File: src/design/ffha_pkg.sv
// ffha_pkg: shared constants, block table entry type and sequencer states
// for the first-fit heap allocator; no dependencies
package ffha_pkg;

    localparam int HEAP_BYTES   = 1024 * 1024;
    localparam int HEADER_BYTES = 24;
    localparam int MAX_BLOCKS   = 64;

    localparam int OFF_W  = 20;
    localparam int SIZE_W = 21;
    localparam int IDX_W  = $clog2(MAX_BLOCKS);
    localparam int CNT_W  = $clog2(MAX_BLOCKS + 1);

    typedef enum logic [1:0] {
        ST_OK          = 2'd0,
        ST_NO_SPACE    = 2'd1,
        ST_BAD_POINTER = 2'd2
    } status_t;

    typedef struct packed {
        logic [OFF_W-1:0] start;
        logic [OFF_W-1:0] size;
        logic             free;
    } entry_t;

    localparam entry_t RESET_ENTRY = '{
        start: '0,
        size:  OFF_W'(HEAP_BYTES - HEADER_BYTES),
        free:  1'b1
    };

    typedef enum logic [3:0] {
        S_IDLE,
        S_FIND_RD,
        S_FIND_CHK,
        S_ALLOC_RD,
        S_ALLOC_CHK,
        S_SHIFT_RD,
        S_SHIFT_WR,
        S_SPLIT_WR,
        S_SPLIT_WR2,
        S_ALLOC_DONE,
        S_REL,
        S_MRG_RD,
        S_MRG_CHK,
        S_MRG_END,
        S_RESP
    } state_t;

endpackage

File: src/design/ffha_if.sv
// ffha_req_if and ffha_rsp_if: valid/ready channels of the allocator
// depends on ffha_pkg for field widths
interface ffha_req_if;
    logic                        valid;
    logic                        ready;
    logic                        has_block;
    logic [ffha_pkg::OFF_W-1:0]  block_offset;
    logic [ffha_pkg::SIZE_W-1:0] new_size;

    modport source (output valid, has_block, block_offset, new_size, input ready);
    modport sink   (input valid, has_block, block_offset, new_size, output ready);
endinterface

interface ffha_rsp_if;
    logic                       valid;
    logic                       ready;
    logic [1:0]                 status;
    logic                       has_result;
    logic [ffha_pkg::OFF_W-1:0] result_offset;

    modport source (output valid, status, has_result, result_offset, input ready);
    modport sink   (input valid, status, has_result, result_offset, output ready);
endinterface

File: src/design/ffha_ram.sv
// ffha_ram: single write port, single registered read port memory
// generic; no package dependency
module ffha_ram #(
    parameter int WIDTH = 41,
    parameter int DEPTH = 64
) (
    input  logic                     clk,
    input  logic                     we,
    input  logic [$clog2(DEPTH)-1:0] waddr,
    input  logic [WIDTH-1:0]         wdata,
    input  logic                     re,
    input  logic [$clog2(DEPTH)-1:0] raddr,
    output logic [WIDTH-1:0]         rdata
);

    logic [WIDTH-1:0] mem [DEPTH];

    // write port
    always_ff @(posedge clk)
    begin
        if (we)
        begin
            mem[waddr] <= wdata;
        end
    end

    // registered read port
    always_ff @(posedge clk)
    begin
        if (re)
        begin
            rdata <= mem[raddr];
        end
    end

endmodule

File: src/design/first_fit_heap_allocator_core.sv
// first-fit heap allocator: one request per table walk, input ready only while idle
// steps: a lookup pass for the given block, a fit search, a move of each later entry
// when a split opens a slot, and a merge pass when a block is released; all of them
// run one after another on the single table memory
// reset: one free block covering the heap, no clearing pass; result slot empty
// depends on ffha_pkg, ffha_if (ffha_req_if, ffha_rsp_if) and ffha_ram
module first_fit_heap_allocator_core (
    input  logic       clk,
    input  logic       rst_n,
    ffha_req_if.sink   req,
    ffha_rsp_if.source rsp
);

    localparam logic [21:0] HDR22 = 22'(ffha_pkg::HEADER_BYTES);
    localparam logic [ffha_pkg::OFF_W-1:0] HDR20 = ffha_pkg::OFF_W'(ffha_pkg::HEADER_BYTES);
    localparam logic [ffha_pkg::CNT_W-1:0] MAXC = ffha_pkg::CNT_W'(ffha_pkg::MAX_BLOCKS);

    ffha_pkg::state_t state_reg, state_next;

    logic [ffha_pkg::CNT_W-1:0]  i_reg, i_next;
    logic [ffha_pkg::CNT_W-1:0]  j_reg, j_next;
    logic [ffha_pkg::CNT_W-1:0]  w_reg, w_next;
    logic [ffha_pkg::CNT_W-1:0]  count_reg, count_next;
    logic [ffha_pkg::IDX_W-1:0]  old_reg, old_next;
    logic [ffha_pkg::IDX_W-1:0]  fi_reg, fi_next;
    ffha_pkg::entry_t            fit_reg, fit_next;
    ffha_pkg::entry_t            hold_reg, hold_next;
    logic                        hv_reg, hv_next;
    logic                        hb_reg, hb_next;
    logic [ffha_pkg::OFF_W-1:0]  off_reg, off_next;
    logic [ffha_pkg::SIZE_W-1:0] sz_reg, sz_next;
    ffha_pkg::status_t           status_reg, status_next;
    logic                        hres_reg, hres_next;
    logic [ffha_pkg::OFF_W-1:0]  roff_reg, roff_next;
    logic                        e0_wr_reg, e0_wr_next;
    logic                        rd_zero_reg, rd_zero_next;
    logic                        ov_reg, ov_next;
    logic [1:0]                  ost_reg, ost_next;
    logic                        ohr_reg, ohr_next;
    logic [ffha_pkg::OFF_W-1:0]  ooff_reg, ooff_next;

    logic                        ram_we, ram_re;
    logic [ffha_pkg::IDX_W-1:0]  ram_waddr, ram_raddr;
    ffha_pkg::entry_t            ram_wdata;
    logic [$bits(ffha_pkg::entry_t)-1:0] ram_rdata;

    ffha_pkg::entry_t            e, mrg_e;
    logic                        find_hit, fits, need_split, i_end, full, merge, in_acc;

    ffha_ram #(
        .WIDTH($bits(ffha_pkg::entry_t)),
        .DEPTH(ffha_pkg::MAX_BLOCKS)
    ) u_table (
        .clk  (clk),
        .we   (ram_we),
        .waddr(ram_waddr),
        .wdata(ram_wdata),
        .re   (ram_re),
        .raddr(ram_raddr),
        .rdata(ram_rdata)
    );

    // entry read back, entry 0 holds its reset value until first written
    assign e = (rd_zero_reg && !e0_wr_reg) ? ffha_pkg::RESET_ENTRY
                                           : ffha_pkg::entry_t'(ram_rdata);

    // shared compares on the entry just read
    assign find_hit   = !e.free && ((e.start + HDR20) == off_reg);
    assign fits       = e.free && ({2'b00, e.size} >= {1'b0, sz_reg});
    assign need_split = {2'b00, e.size} > ({1'b0, sz_reg} + HDR22);
    assign i_end      = (i_reg == count_reg);
    assign full       = (count_reg >= MAXC);

    always_comb
    begin
        mrg_e = e;
        if (i_reg[ffha_pkg::IDX_W-1:0] == old_reg)
        begin
            mrg_e.free = 1'b1;
        end
    end
    assign merge = hv_reg && hold_reg.free && mrg_e.free;

    assign req.ready     = (state_reg == ffha_pkg::S_IDLE);
    assign in_acc        = req.valid && req.ready;
    assign rsp.valid     = ov_reg;
    assign rsp.status    = ost_reg;
    assign rsp.has_result = ohr_reg;
    assign rsp.result_offset = ooff_reg;

    // next state
    always_comb
    begin
        state_next = state_reg;
        case (state_reg)
            ffha_pkg::S_IDLE:
            begin
                if (in_acc)
                begin
                    if (req.has_block)
                        state_next = ffha_pkg::S_FIND_RD;
                    else if (req.new_size != '0)
                        state_next = ffha_pkg::S_ALLOC_RD;
                    else
                        state_next = ffha_pkg::S_RESP;
                end
            end
            ffha_pkg::S_FIND_RD:
                state_next = i_end ? ffha_pkg::S_RESP : ffha_pkg::S_FIND_CHK;
            ffha_pkg::S_FIND_CHK:
            begin
                if (!find_hit)
                    state_next = ffha_pkg::S_FIND_RD;
                else if (sz_reg != '0)
                    state_next = ffha_pkg::S_ALLOC_RD;
                else
                    state_next = ffha_pkg::S_REL;
            end
            ffha_pkg::S_ALLOC_RD:
                state_next = i_end ? ffha_pkg::S_RESP : ffha_pkg::S_ALLOC_CHK;
            ffha_pkg::S_ALLOC_CHK:
            begin
                if (!fits)
                    state_next = ffha_pkg::S_ALLOC_RD;
                else if (!need_split)
                    state_next = ffha_pkg::S_ALLOC_DONE;
                else if (full)
                    state_next = ffha_pkg::S_RESP;
                else
                    state_next = ffha_pkg::S_SHIFT_RD;
            end
            ffha_pkg::S_SHIFT_RD:
                state_next = (j_reg == ({1'b0, fi_reg} + 1'b1)) ? ffha_pkg::S_SPLIT_WR
                                                                : ffha_pkg::S_SHIFT_WR;
            ffha_pkg::S_SHIFT_WR:   state_next = ffha_pkg::S_SHIFT_RD;
            ffha_pkg::S_SPLIT_WR:   state_next = ffha_pkg::S_SPLIT_WR2;
            ffha_pkg::S_SPLIT_WR2:  state_next = ffha_pkg::S_ALLOC_DONE;
            ffha_pkg::S_ALLOC_DONE:
                state_next = hb_reg ? ffha_pkg::S_REL : ffha_pkg::S_RESP;
            ffha_pkg::S_REL:        state_next = ffha_pkg::S_MRG_RD;
            ffha_pkg::S_MRG_RD:
                state_next = i_end ? ffha_pkg::S_MRG_END : ffha_pkg::S_MRG_CHK;
            ffha_pkg::S_MRG_CHK:    state_next = ffha_pkg::S_MRG_RD;
            ffha_pkg::S_MRG_END:    state_next = ffha_pkg::S_RESP;
            ffha_pkg::S_RESP:
                if (!ov_reg || rsp.ready)
                    state_next = ffha_pkg::S_IDLE;
            default:                state_next = ffha_pkg::S_IDLE;
        endcase
    end

    // datapath, table port and result slot
    always_comb
    begin
        i_next      = i_reg;
        j_next      = j_reg;
        w_next      = w_reg;
        count_next  = count_reg;
        old_next    = old_reg;
        fi_next     = fi_reg;
        fit_next    = fit_reg;
        hold_next   = hold_reg;
        hv_next     = hv_reg;
        hb_next     = hb_reg;
        off_next    = off_reg;
        sz_next     = sz_reg;
        status_next = status_reg;
        hres_next   = hres_reg;
        roff_next   = roff_reg;
        ov_next     = ov_reg;
        ost_next    = ost_reg;
        ohr_next    = ohr_reg;
        ooff_next   = ooff_reg;
        ram_we      = 1'b0;
        ram_waddr   = '0;
        ram_wdata   = e;
        ram_re      = 1'b0;
        ram_raddr   = i_reg[ffha_pkg::IDX_W-1:0];

        if (ov_reg && rsp.ready)
            ov_next = 1'b0;

        case (state_reg)
            ffha_pkg::S_IDLE:
            begin
                if (in_acc)
                begin
                    hb_next     = req.has_block;
                    off_next    = req.block_offset;
                    sz_next     = req.new_size;
                    status_next = ffha_pkg::ST_OK;
                    hres_next   = 1'b0;
                    roff_next   = '0;
                    i_next      = '0;
                end
            end
            ffha_pkg::S_FIND_RD:
            begin
                if (i_end)
                    status_next = ffha_pkg::ST_BAD_POINTER;
                else
                    ram_re = 1'b1;
            end
            ffha_pkg::S_FIND_CHK:
            begin
                if (find_hit)
                begin
                    old_next = i_reg[ffha_pkg::IDX_W-1:0];
                    i_next   = '0;
                end
                else
                    i_next = i_reg + 1'b1;
            end
            ffha_pkg::S_ALLOC_RD:
            begin
                if (i_end)
                    status_next = ffha_pkg::ST_NO_SPACE;
                else
                    ram_re = 1'b1;
            end
            ffha_pkg::S_ALLOC_CHK:
            begin
                if (fits)
                begin
                    fit_next  = e;
                    fi_next   = i_reg[ffha_pkg::IDX_W-1:0];
                    roff_next = e.start + HDR20;
                    j_next    = count_reg;
                    if (!need_split)
                    begin
                        ram_we         = 1'b1;
                        ram_waddr      = i_reg[ffha_pkg::IDX_W-1:0];
                        ram_wdata      = e;
                        ram_wdata.free = 1'b0;
                    end
                    else if (full)
                        status_next = ffha_pkg::ST_NO_SPACE;
                end
                else
                    i_next = i_reg + 1'b1;
            end
            ffha_pkg::S_SHIFT_RD:
            begin
                ram_raddr = ffha_pkg::IDX_W'(j_reg - 1'b1);
                if (j_reg != ({1'b0, fi_reg} + 1'b1))
                    ram_re = 1'b1;
            end
            ffha_pkg::S_SHIFT_WR:
            begin
                ram_we    = 1'b1;
                ram_waddr = j_reg[ffha_pkg::IDX_W-1:0];
                ram_wdata = e;
                j_next    = j_reg - 1'b1;
            end
            ffha_pkg::S_SPLIT_WR:
            begin
                ram_we          = 1'b1;
                ram_waddr       = fi_reg + 1'b1;
                ram_wdata.start = fit_reg.start + HDR20 + sz_reg[ffha_pkg::OFF_W-1:0];
                ram_wdata.size  = fit_reg.size - sz_reg[ffha_pkg::OFF_W-1:0] - HDR20;
                ram_wdata.free  = 1'b1;
            end
            ffha_pkg::S_SPLIT_WR2:
            begin
                ram_we          = 1'b1;
                ram_waddr       = fi_reg;
                ram_wdata.start = fit_reg.start;
                ram_wdata.size  = sz_reg[ffha_pkg::OFF_W-1:0];
                ram_wdata.free  = 1'b0;
                count_next      = count_reg + 1'b1;
                // the old block moves up one slot when it sits after the split
                if (old_reg > fi_reg)
                    old_next = old_reg + 1'b1;
            end
            ffha_pkg::S_ALLOC_DONE:
                hres_next = 1'b1;
            ffha_pkg::S_REL:
            begin
                i_next  = '0;
                w_next  = '0;
                hv_next = 1'b0;
            end
            ffha_pkg::S_MRG_RD:
            begin
                if (!i_end)
                    ram_re = 1'b1;
            end
            ffha_pkg::S_MRG_CHK:
            begin
                // fold a free run into the held entry, else flush it
                if (merge)
                    hold_next.size = hold_reg.size + mrg_e.size + HDR20;
                else
                begin
                    if (hv_reg)
                    begin
                        ram_we    = 1'b1;
                        ram_waddr = ffha_pkg::IDX_W'(w_reg - 1'b1);
                        ram_wdata = hold_reg;
                    end
                    hold_next = mrg_e;
                    hv_next   = 1'b1;
                    w_next    = w_reg + 1'b1;
                end
                i_next = i_reg + 1'b1;
            end
            ffha_pkg::S_MRG_END:
            begin
                ram_we     = 1'b1;
                ram_waddr  = ffha_pkg::IDX_W'(w_reg - 1'b1);
                ram_wdata  = hold_reg;
                count_next = w_reg;
            end
            ffha_pkg::S_RESP:
            begin
                // offset is null unless a block was handed out
                if (!ov_reg || rsp.ready)
                begin
                    ov_next   = 1'b1;
                    ost_next  = status_reg;
                    ohr_next  = hres_reg;
                    ooff_next = hres_reg ? roff_reg : '0;
                end
            end
            default:
            begin
            end
        endcase
    end

    assign e0_wr_next   = e0_wr_reg || (ram_we && (ram_waddr == '0));
    assign rd_zero_next = ram_re ? (ram_raddr == '0) : rd_zero_reg;

    // registers
    always_ff @(posedge clk or negedge rst_n)
    begin
        if (!rst_n)
        begin
            state_reg   <= ffha_pkg::S_IDLE;
            i_reg       <= '0;
            j_reg       <= '0;
            w_reg       <= '0;
            count_reg   <= ffha_pkg::CNT_W'(1);
            old_reg     <= '0;
            fi_reg      <= '0;
            fit_reg     <= '0;
            hold_reg    <= '0;
            hv_reg      <= 1'b0;
            hb_reg      <= 1'b0;
            off_reg     <= '0;
            sz_reg      <= '0;
            status_reg  <= ffha_pkg::ST_OK;
            hres_reg    <= 1'b0;
            roff_reg    <= '0;
            e0_wr_reg   <= 1'b0;
            rd_zero_reg <= 1'b0;
            ov_reg      <= 1'b0;
            ost_reg     <= '0;
            ohr_reg     <= 1'b0;
            ooff_reg    <= '0;
        end
        else
        begin
            state_reg   <= state_next;
            i_reg       <= i_next;
            j_reg       <= j_next;
            w_reg       <= w_next;
            count_reg   <= count_next;
            old_reg     <= old_next;
            fi_reg      <= fi_next;
            fit_reg     <= fit_next;
            hold_reg    <= hold_next;
            hv_reg      <= hv_next;
            hb_reg      <= hb_next;
            off_reg     <= off_next;
            sz_reg      <= sz_next;
            status_reg  <= status_next;
            hres_reg    <= hres_next;
            roff_reg    <= roff_next;
            e0_wr_reg   <= e0_wr_next;
            rd_zero_reg <= rd_zero_next;
            ov_reg      <= ov_next;
            ost_reg     <= ost_next;
            ohr_reg     <= ohr_next;
            ooff_reg    <= ooff_next;
        end
    end

`ifndef SYNTHESIS
    // the table always holds between one and the maximum number of blocks
    a_count_range: assert property (@(posedge clk) disable iff (!rst_n)
        (count_reg != '0) && (count_reg <= MAXC))
        else $error("block count out of range");

    // the table is never written while waiting for a request
    a_no_idle_write: assert property (@(posedge clk) disable iff (!rst_n)
        (state_reg == ffha_pkg::S_IDLE) |-> !ram_we)
        else $error("table written while idle");

    // an accepted request always starts a walk or goes to the result slot
    a_accept_leaves_idle: assert property (@(posedge clk) disable iff (!rst_n)
        in_acc |=> (state_reg != ffha_pkg::S_IDLE))
        else $error("request accepted but sequencer stayed idle");
`endif

endmodule
File: src/flat_wrapper.sv
// flat-port wrapper written by rule: the top's interface ports become plain ports
module first_fit_heap_allocator_core_flat 
  (clk, rst_n, req_valid, req_has_block, req_block_offset, req_new_size, req_ready, rsp_valid, rsp_status, rsp_has_result, rsp_result_offset, rsp_ready);
  ffha_req_if req_i ();
  ffha_rsp_if rsp_i ();
  input  logic clk;
  input  logic rst_n;
  input wire logic [$bits(req_i.valid)-1:0] req_valid;
  input wire logic [$bits(req_i.has_block)-1:0] req_has_block;
  input wire logic [$bits(req_i.block_offset)-1:0] req_block_offset;
  input wire logic [$bits(req_i.new_size)-1:0] req_new_size;
  output wire logic [$bits(req_i.ready)-1:0] req_ready;
  output wire logic [$bits(rsp_i.valid)-1:0] rsp_valid;
  output wire logic [$bits(rsp_i.status)-1:0] rsp_status;
  output wire logic [$bits(rsp_i.has_result)-1:0] rsp_has_result;
  output wire logic [$bits(rsp_i.result_offset)-1:0] rsp_result_offset;
  input wire logic [$bits(rsp_i.ready)-1:0] rsp_ready;
  assign req_i.valid = req_valid;
  assign req_i.has_block = req_has_block;
  assign req_i.block_offset = req_block_offset;
  assign req_i.new_size = req_new_size;
  assign req_ready = req_i.ready;
  assign rsp_valid = rsp_i.valid;
  assign rsp_status = rsp_i.status;
  assign rsp_has_result = rsp_i.has_result;
  assign rsp_result_offset = rsp_i.result_offset;
  assign rsp_i.ready = rsp_ready;
  first_fit_heap_allocator_core u_core (.clk(clk), .rst_n(rst_n), .req(req_i), .rsp(rsp_i));
endmodule
File: config.mk
export PLATFORM = sky130hd
export DESIGN_NAME = first_fit_heap_allocator_core_flat
export DESIGN_NICKNAME = d
export VERILOG_FILES = /design/src/design/ffha_pkg.sv /design/src/design/ffha_if.sv /design/src/design/ffha_ram.sv /design/src/design/first_fit_heap_allocator_core.sv /design/src/flat_wrapper.sv
export SDC_FILE = /design/constraint.sdc
export NUM_CORES = 2
export LEC_CHECK = 0
export BUFFER_PORTS_ARGS = -buffer_cell sky130_fd_sc_hd__buf_2
export CAP_MARGIN = 20
export CORE_MARGIN = 2
export CORE_UTILIZATION = 56
export CTS_CLUSTER_DIAMETER = 50
export DETAILED_ROUTE_END_ITERATION = 6
export GPL_TIMING_DRIVEN = 1
export PLACE_DENSITY_LB_ADDON = 0.08
export SLEW_MARGIN = 20
export SYNTH_ARGS = -nofsm -noshare
export SYNTH_HDL_FRONTEND = slang
export SYNTH_SLANG_ARGS = --single-unit
File: constraint.sdc
create_clock -name clk -period 11.9 [get_ports clk]
set_input_delay 0.595 -clock clk [delete_from_list [all_inputs] [get_ports clk]]
set_output_delay 0.595 -clock clk [all_outputs]
set_load 0.01 [all_outputs]
# Word level (Yosys, flattened, before mapping)
# Memory sizes are Yosys's and may differ from the RTL's. A register that Yosys moved wholly into a read port is not among the register bits.
# Cells that the tools add are included.
word_totals:
  ff_bits: 217
  ramBits: 2624
  in_bits: 46
  output_inout_bits: 25
  word_cells: 187
  mem_count: 1
mem_list:
  columns: ["name", "words", "width", "rd", "rd_ports_with_merged_regs", "wr", "line_no", "rtl"]
  rows:
  - ["u_core.u_table.mem", 64, 41, 1, 1, 1, "ffha_ram.sv:16", "logic [WIDTH-1:0] mem [DEPTH];"]
classes:
  add_sub_neg: 16
  order_cmp: 4
  n_eq_ne: 30
  muxes: 69
  n_bitwise: 1
  n_reduce_logical: 41
op_table:
  columns: ["cell", "count"]
  rows:
  - ["$pmux W41 S5", 1]
  - ["$mux W41", 3]
  - ["$mux W20", 4]
  - ["$add A20 B5 Y20 const B", 3]
  - ["$pmux W4 S14", 1]
  - ["$mux W4", 11]
  - ["$mux W6", 7]
  - ["$pmux W7 S2", 3]
  - ["$reduce_bool A21 Y1", 2]
  - ["$add A20 B20 Y20", 2]
  - ["$pmux W20 S2", 1]
  - ["$pmux W6 S6", 1]
  - ["$mux W7", 5]
  - ["$pmux W7 S5", 1]
  - ["$eq A4 B4 Y1 const B", 7]
  - ["$add A21 B5 Y22 const B", 1]
  - ["$gt A20 B22 Y1", 1]
  - ["$add A7 B1 Y7 const B", 3]
  - ["$ge A20 B21 Y1", 1]
  - ["$eq A20 B20 Y1", 1]
  - ["$sub A20 B20 Y20", 1]
  - ["$sub A20 B5 Y20 const B", 1]
  - ["$mux W1", 18]
  - ["$eq A4 B3 Y1 const B", 4]
  - ["other kinds (34)", 78]

# Longest topological paths before layout
logic_depth:
  word_depth: 10
  ltp_mapped: 18
  mapped_depth_nobuf: 15

# Cells and area by module
# A second synthesis with hierarchy kept.
hier_totals:
  cells_unflattened: 6295
  area_unflattened_um2: 117506.4
modules_own_cells:
  columns: ["module", "instances", "cells_per_inst", "area_each_um2", "seq_area_each_um2"]
  rows:
  - ["ffha_ram", 1, 4226, 100507.6, 80026.8]
  - ["first_fit_heap_allocator_core", 1, 2069, 16998.8, 5431.5]

# Worst setup path after synthesis
# No wires, ideal clock.
synth_path:
  path_type: "register -> register"
  from: "register u_core.e0_wr_reg"
  to: "memory u_core.u_table.mem[32][0], enable pin"
  setup_ps: 567
  arrival_time_ps: 7959
  required_time_ps: 11333
  setup_slack_ps: 3374
  path_stages_with_launch: 17
  cell_sequence: "dfrtp_1 > nor2b_1 > clkbuf_1 > clkbuf_1 > clkbuf_1 > nor2_1 > inv_1 > ha_1 > nand4_1 > or2_1 > nor3_1 > o31ai_1 > a21oi_1 > o211a_1 > a31o_2 > o2111ai_2 > a2111oi_1"
synth_lines:
  columns: ["element", "line_no", "rtl"]
  rows:
  - ["start, declared", "first_fit_heap_allocator_core.sv:35", "logic e0_wr_reg, e0_wr_next;"]
  - ["start signal, assigned", "first_fit_heap_allocator_core.sv:380", "e0_wr_reg <= e0_wr_next;"]
  - ["end, declared", "ffha_ram.sv:16", null]

# Final worst setup path
layout_path:
  from: "register u_core.state_reg[1]"
  to: "register u_core.u_table.rdata[39] (read register of u_core.u_table.mem) (data pin)"
layout_via:
  elab_chain_len: 3
  elab_cells_between_ends: 7
  cone_classes: "4 x eq/ne; 2 x mux; 1 x reduce/logical"
layout_rtl:
  columns: ["element", "line_no", "rtl"]
  rows:
  - ["start, declared", "first_fit_heap_allocator_core.sv:18", "ffha_pkg::state_t state_reg, state_next;"]
  - ["start signal, assigned", "first_fit_heap_allocator_core.sv:339", "state_reg <= ffha_pkg::S_IDLE;"]
  - ["start signal, assigned", "first_fit_heap_allocator_core.sv:364", "state_reg <= state_next;"]
  - ["$eq A4 B1 Y1 (tied with other cells)", "first_fit_heap_allocator_core.sv:183", "case (state_reg)"]
  - ["$reduce_or A3 Y1 (no source line)", null, null]
  - ["$pmux W1 S2", "first_fit_heap_allocator_core.sv:183", null]
  - ["end, declared", "ffha_ram.sv:13", "output logic [WIDTH-1:0] rdata"]
# Parallel ways exist; a longest one is shown, timed or not.
# A chain may end at the register's enable or synchronous reset.

==> metrics.cfg <==
[worst_hold_path]
min_from = req_has_block
holdPathEnd = u_core.hb_reg$_DFFE_PN0P_
min_path_type = in2reg
hold_depth = 2

[clock_tree]
clk_pin_slew_ps = 60
insertion_delay_ps = 950
h-tree-depth = 5
root_buffer = clkbuf_16
cts_sinks = 2882
cts_tree = built
cts_buffer_depth = 4
numCtsBuffers = 327

[final_layout]
areaGrowthSynthToFinish_pct = 13.25
largest_reg_flops = 2624
finalNetCount = 6845
drive_gt1_frac = 0.2264
fillers = 14554
post-route-util = 0.6380
layoutNonFillerInstCount = 9687

[die]
die-area_mm2 = 0.2171
pin_count = 71
start_util = 0.5634
rows = 169
die_h_um = 465.9
dieWidth_um = 465.9
core_area_mm2 = 0.2121

[yosys]
syn_avg_cell_area_um2 = 18.86
yosys_warnings = 0
syn-num-nets = 6548
synth_area_leader_cell = edfxtp_1
synthCells = 6334
async_flop_share = 0.07529
synth_edf_count = 2665
synthesis.area_mm2 = 0.1195
ys_seq_area_frac = 0.7152
ys_types = 85
synth_top_area_frac = 0.6697
synth_area_leaders = edfxtp_1, mux4_2, mux2i_1, dfrtp_1, ha_1
ys.flop_type = edfxtp_1
ys_seq_elements = 2882

[power_and_ir_drop]
peakVddDrop_mv = 0.3226
p_leak_nw = 47.78
power_density_mw_per_mm2 = 293.1

[placed_design]
post-place-ws_ps = 5657
hpwl_um = 179500
dp.cells = 9081
io_buffer_count = 70
gp_congestion = 0.8876

[worst_setup_path]
crit_top_cell = mux2i_1
end_kind = flop
path_cells = nand2b_1, nor2_1, buf_4, o21ai_4, buf_12, buf_4, buf_4, mux4_2, mux2i_1, mux2i_1, mux2i_1, mux2i_1
cp_slowest_cell = dfrtp_1
max_stage_delay_ps = 890
crit_arrival_ps = 6780
r2r-start = u_core.state_reg[1]$_DFFE_PN0P_
required_ps = 12530
r2r_end = u_core.u_table.rdata[39]$_DFFE_PP_
cp_max_fo = 80
cp-start-kind = flop
r2r_cells = 12
regToRegSetupSlack_ps = 5750
crit_type = reg2reg

[outcome]
outcome = complete, no violations

[sta]
layout_min_cycle_time_ps = 6150
rsz0062_at_grt = no
finalHoldViolations = 0
drv_slew = 0
finalSetupTns_ps = 0
max_freq_mhz = 162.6
slew_headroom = 0.2301
finalSetupViolCount = 0
fin_ws_ps = 5750
fin_skew_ps = 61.63
worstMarginPinSlew_ps = 1155
finalCritPeriodShare = 0.5168

[detailed_routing]
drt_wl_total_um = 310400
dr.pass1.iters = 6
viasPerCell = 6.489
wl_per_cell_um = 32.04
vias = 62856
drt_first_iter_violations = 7252
drcViolationCount = 0
ant_nets = 0

[global_route]
first_global_vias = 62321
grt_pass1_wl_um = 448300
antenna_found_initial = 8
grt.total_usage = 0.2874
grt_max_degree = 106
grt_remaining_overflow = 0

[run]
drv_cap = 0

[area by class of cell]
class,instances,area [um2],area share
flip-flops and latches,2882,85460,0.6315
multi-input cells,2972,33230,0.2456
repair buffers,300,2325,0.01718
clock inverters,146,1483,0.01096
clock buffers,408,8715,0.06440
inverters,148,555.5,0.004105
well taps,2821,3530,0.02608
diodes,10,25.02,0.0001849
[what timing repair did]
item,in CTS,in global routing
setup buffers,0,0
endpoints found under the hold margin,123,0
resized for setup,0,0
endpoints found under the setup margin,0,0
hold buffers,42,0
[cell usage in the layout (no fill, tap or decap), types with 43 or more instances in the layout]
| cell | count |
|---|---|
| a21oi_1 | 125 |
| buf_2 | 69 |
| buf_4 | 178 |
| clkbuf_1 | 65 |
| clkbuf_16 | 333 |
| clkinv_1 | 47 |
| dfrtp_1 | 216 |
| edfxtp_1 | 2665 |
| ha_1 | 165 |
| inv_1 | 146 |
| mux2_2 | 48 |
| mux2i_1 | 622 |
| mux4_2 | 656 |
| nand2_1 | 276 |
| nand3_1 | 62 |
| nor2_1 | 162 |
| nor2_4 | 64 |
| nor3_1 | 43 |
| o21ai_0 | 173 |
| xnor2_1 | 69 |
[worst max path at each step]
stage                               startpoint  slack, ps  cells after the start                                   to
2_1_floorplan       u_core.e0_wr_reg$_DFF_PN0_       3370                     16  u_core.u_table.mem[32][0]$_DFFE_PP_
5_1_grt        u_core.state_reg[1]$_DFFE_PN0P_       5270                     12   u_core.u_table.rdata[39]$_DFFE_PP_
3_5_place_dp   u_core.state_reg[1]$_DFFE_PN0P_       5660                     12   u_core.u_table.rdata[39]$_DFFE_PP_
4_1_cts        u_core.state_reg[1]$_DFFE_PN0P_       5650                     12   u_core.u_table.rdata[39]$_DFFE_PP_
6_report       u_core.state_reg[1]$_DFFE_PN0P_       5750                     12   u_core.u_table.rdata[39]$_DFFE_PP_
3_3_place_gp   u_core.state_reg[1]$_DFFE_PN0P_       5700                     12   u_core.u_table.rdata[19]$_DFFE_PP_
[Yosys cell counts (6+ instances only)]
library cell,n
a211oi_1,7
or3_1,16
a222oi_1,18
o21bai_1,6
o21a_1,10
o21ai_1,16
mux2_2,48
nor2b_1,22
o211ai_1,18
xnor2_1,69
a21o_1,26
and3_1,17
nand2b_1,16
nand2_1,277
a31oi_1,18
edfxtp_1,2665
nor4_1,17
o21ai_0,187
o22ai_1,6
nand3b_1,8
xor2_1,40
o31ai_1,22
nand4_1,28
a31o_2,6
clkbuf_1,142
buf_1,55
nor2_1,228
mux2i_1,623
ha_1,165
nor3_1,44
o22a_1,12
nand3_1,65
dfrtp_1,216
o221ai_1,26
buf_2,131
inv_1,146
a21oi_1,129
mux4_2,656
a22oi_1,10
o2111ai_1,8
a221oi_1,16
[worst max-delay path: cells and delay by family, from the launching register on]
kind                   cells  cell delay [ps]
buffers and inverters      4             2080
multiplexers               5             1920
flip-flops                 1              890
AND/OR/NAND/NOR            2              420
AO/OA/AOI/OAI              1              370
[metrics by stage]
step	power, W	hold slack [ps]	cell area, um2
after global routing	0.04127	34.69	135300
final	0.03966	56.90	135300
after global placement	0.02986	450.4	124600
after CTS	0.03978	1.531	135300
after detailed placement	0.03015	450.5	124700
after floorplan	0.02440	299.4	119500
[power by group]
part	switching, W	internal (W)	leakage [nW]
clock network	0.00391	0.00574	4.93
registers	0.000712	0.0148	26.9
logic	0.00977	0.00478	15.9
total	0.0144	0.0253	47.8
[logic make-up after synthesis]
kind of cell	after synthesis	synth area share
DFF	2882	0.7152
muxes	1327	0.1804
and+or+nand+nor	771	0.02930
AOI/OAI and AO/OA	594	0.03221
buffers and inverters	480	0.01658
adders and majority gates	168	0.01778
xor gates and xnor gates	112	0.008576
[metal layers]
layer | up-vias | part of all wire | track usage
li1 | 26284 | - | -
met1 | 33439 | 0.42 | 0.4253
met2 | 2613 | 0.48 | 0.4519
met3 | 518 | 0.072 | 0.04034
met4 | 2 | 0.029 | 0.08402
met5 | - | 0.000045 | 0
Power figures use the tool's default switching activity.
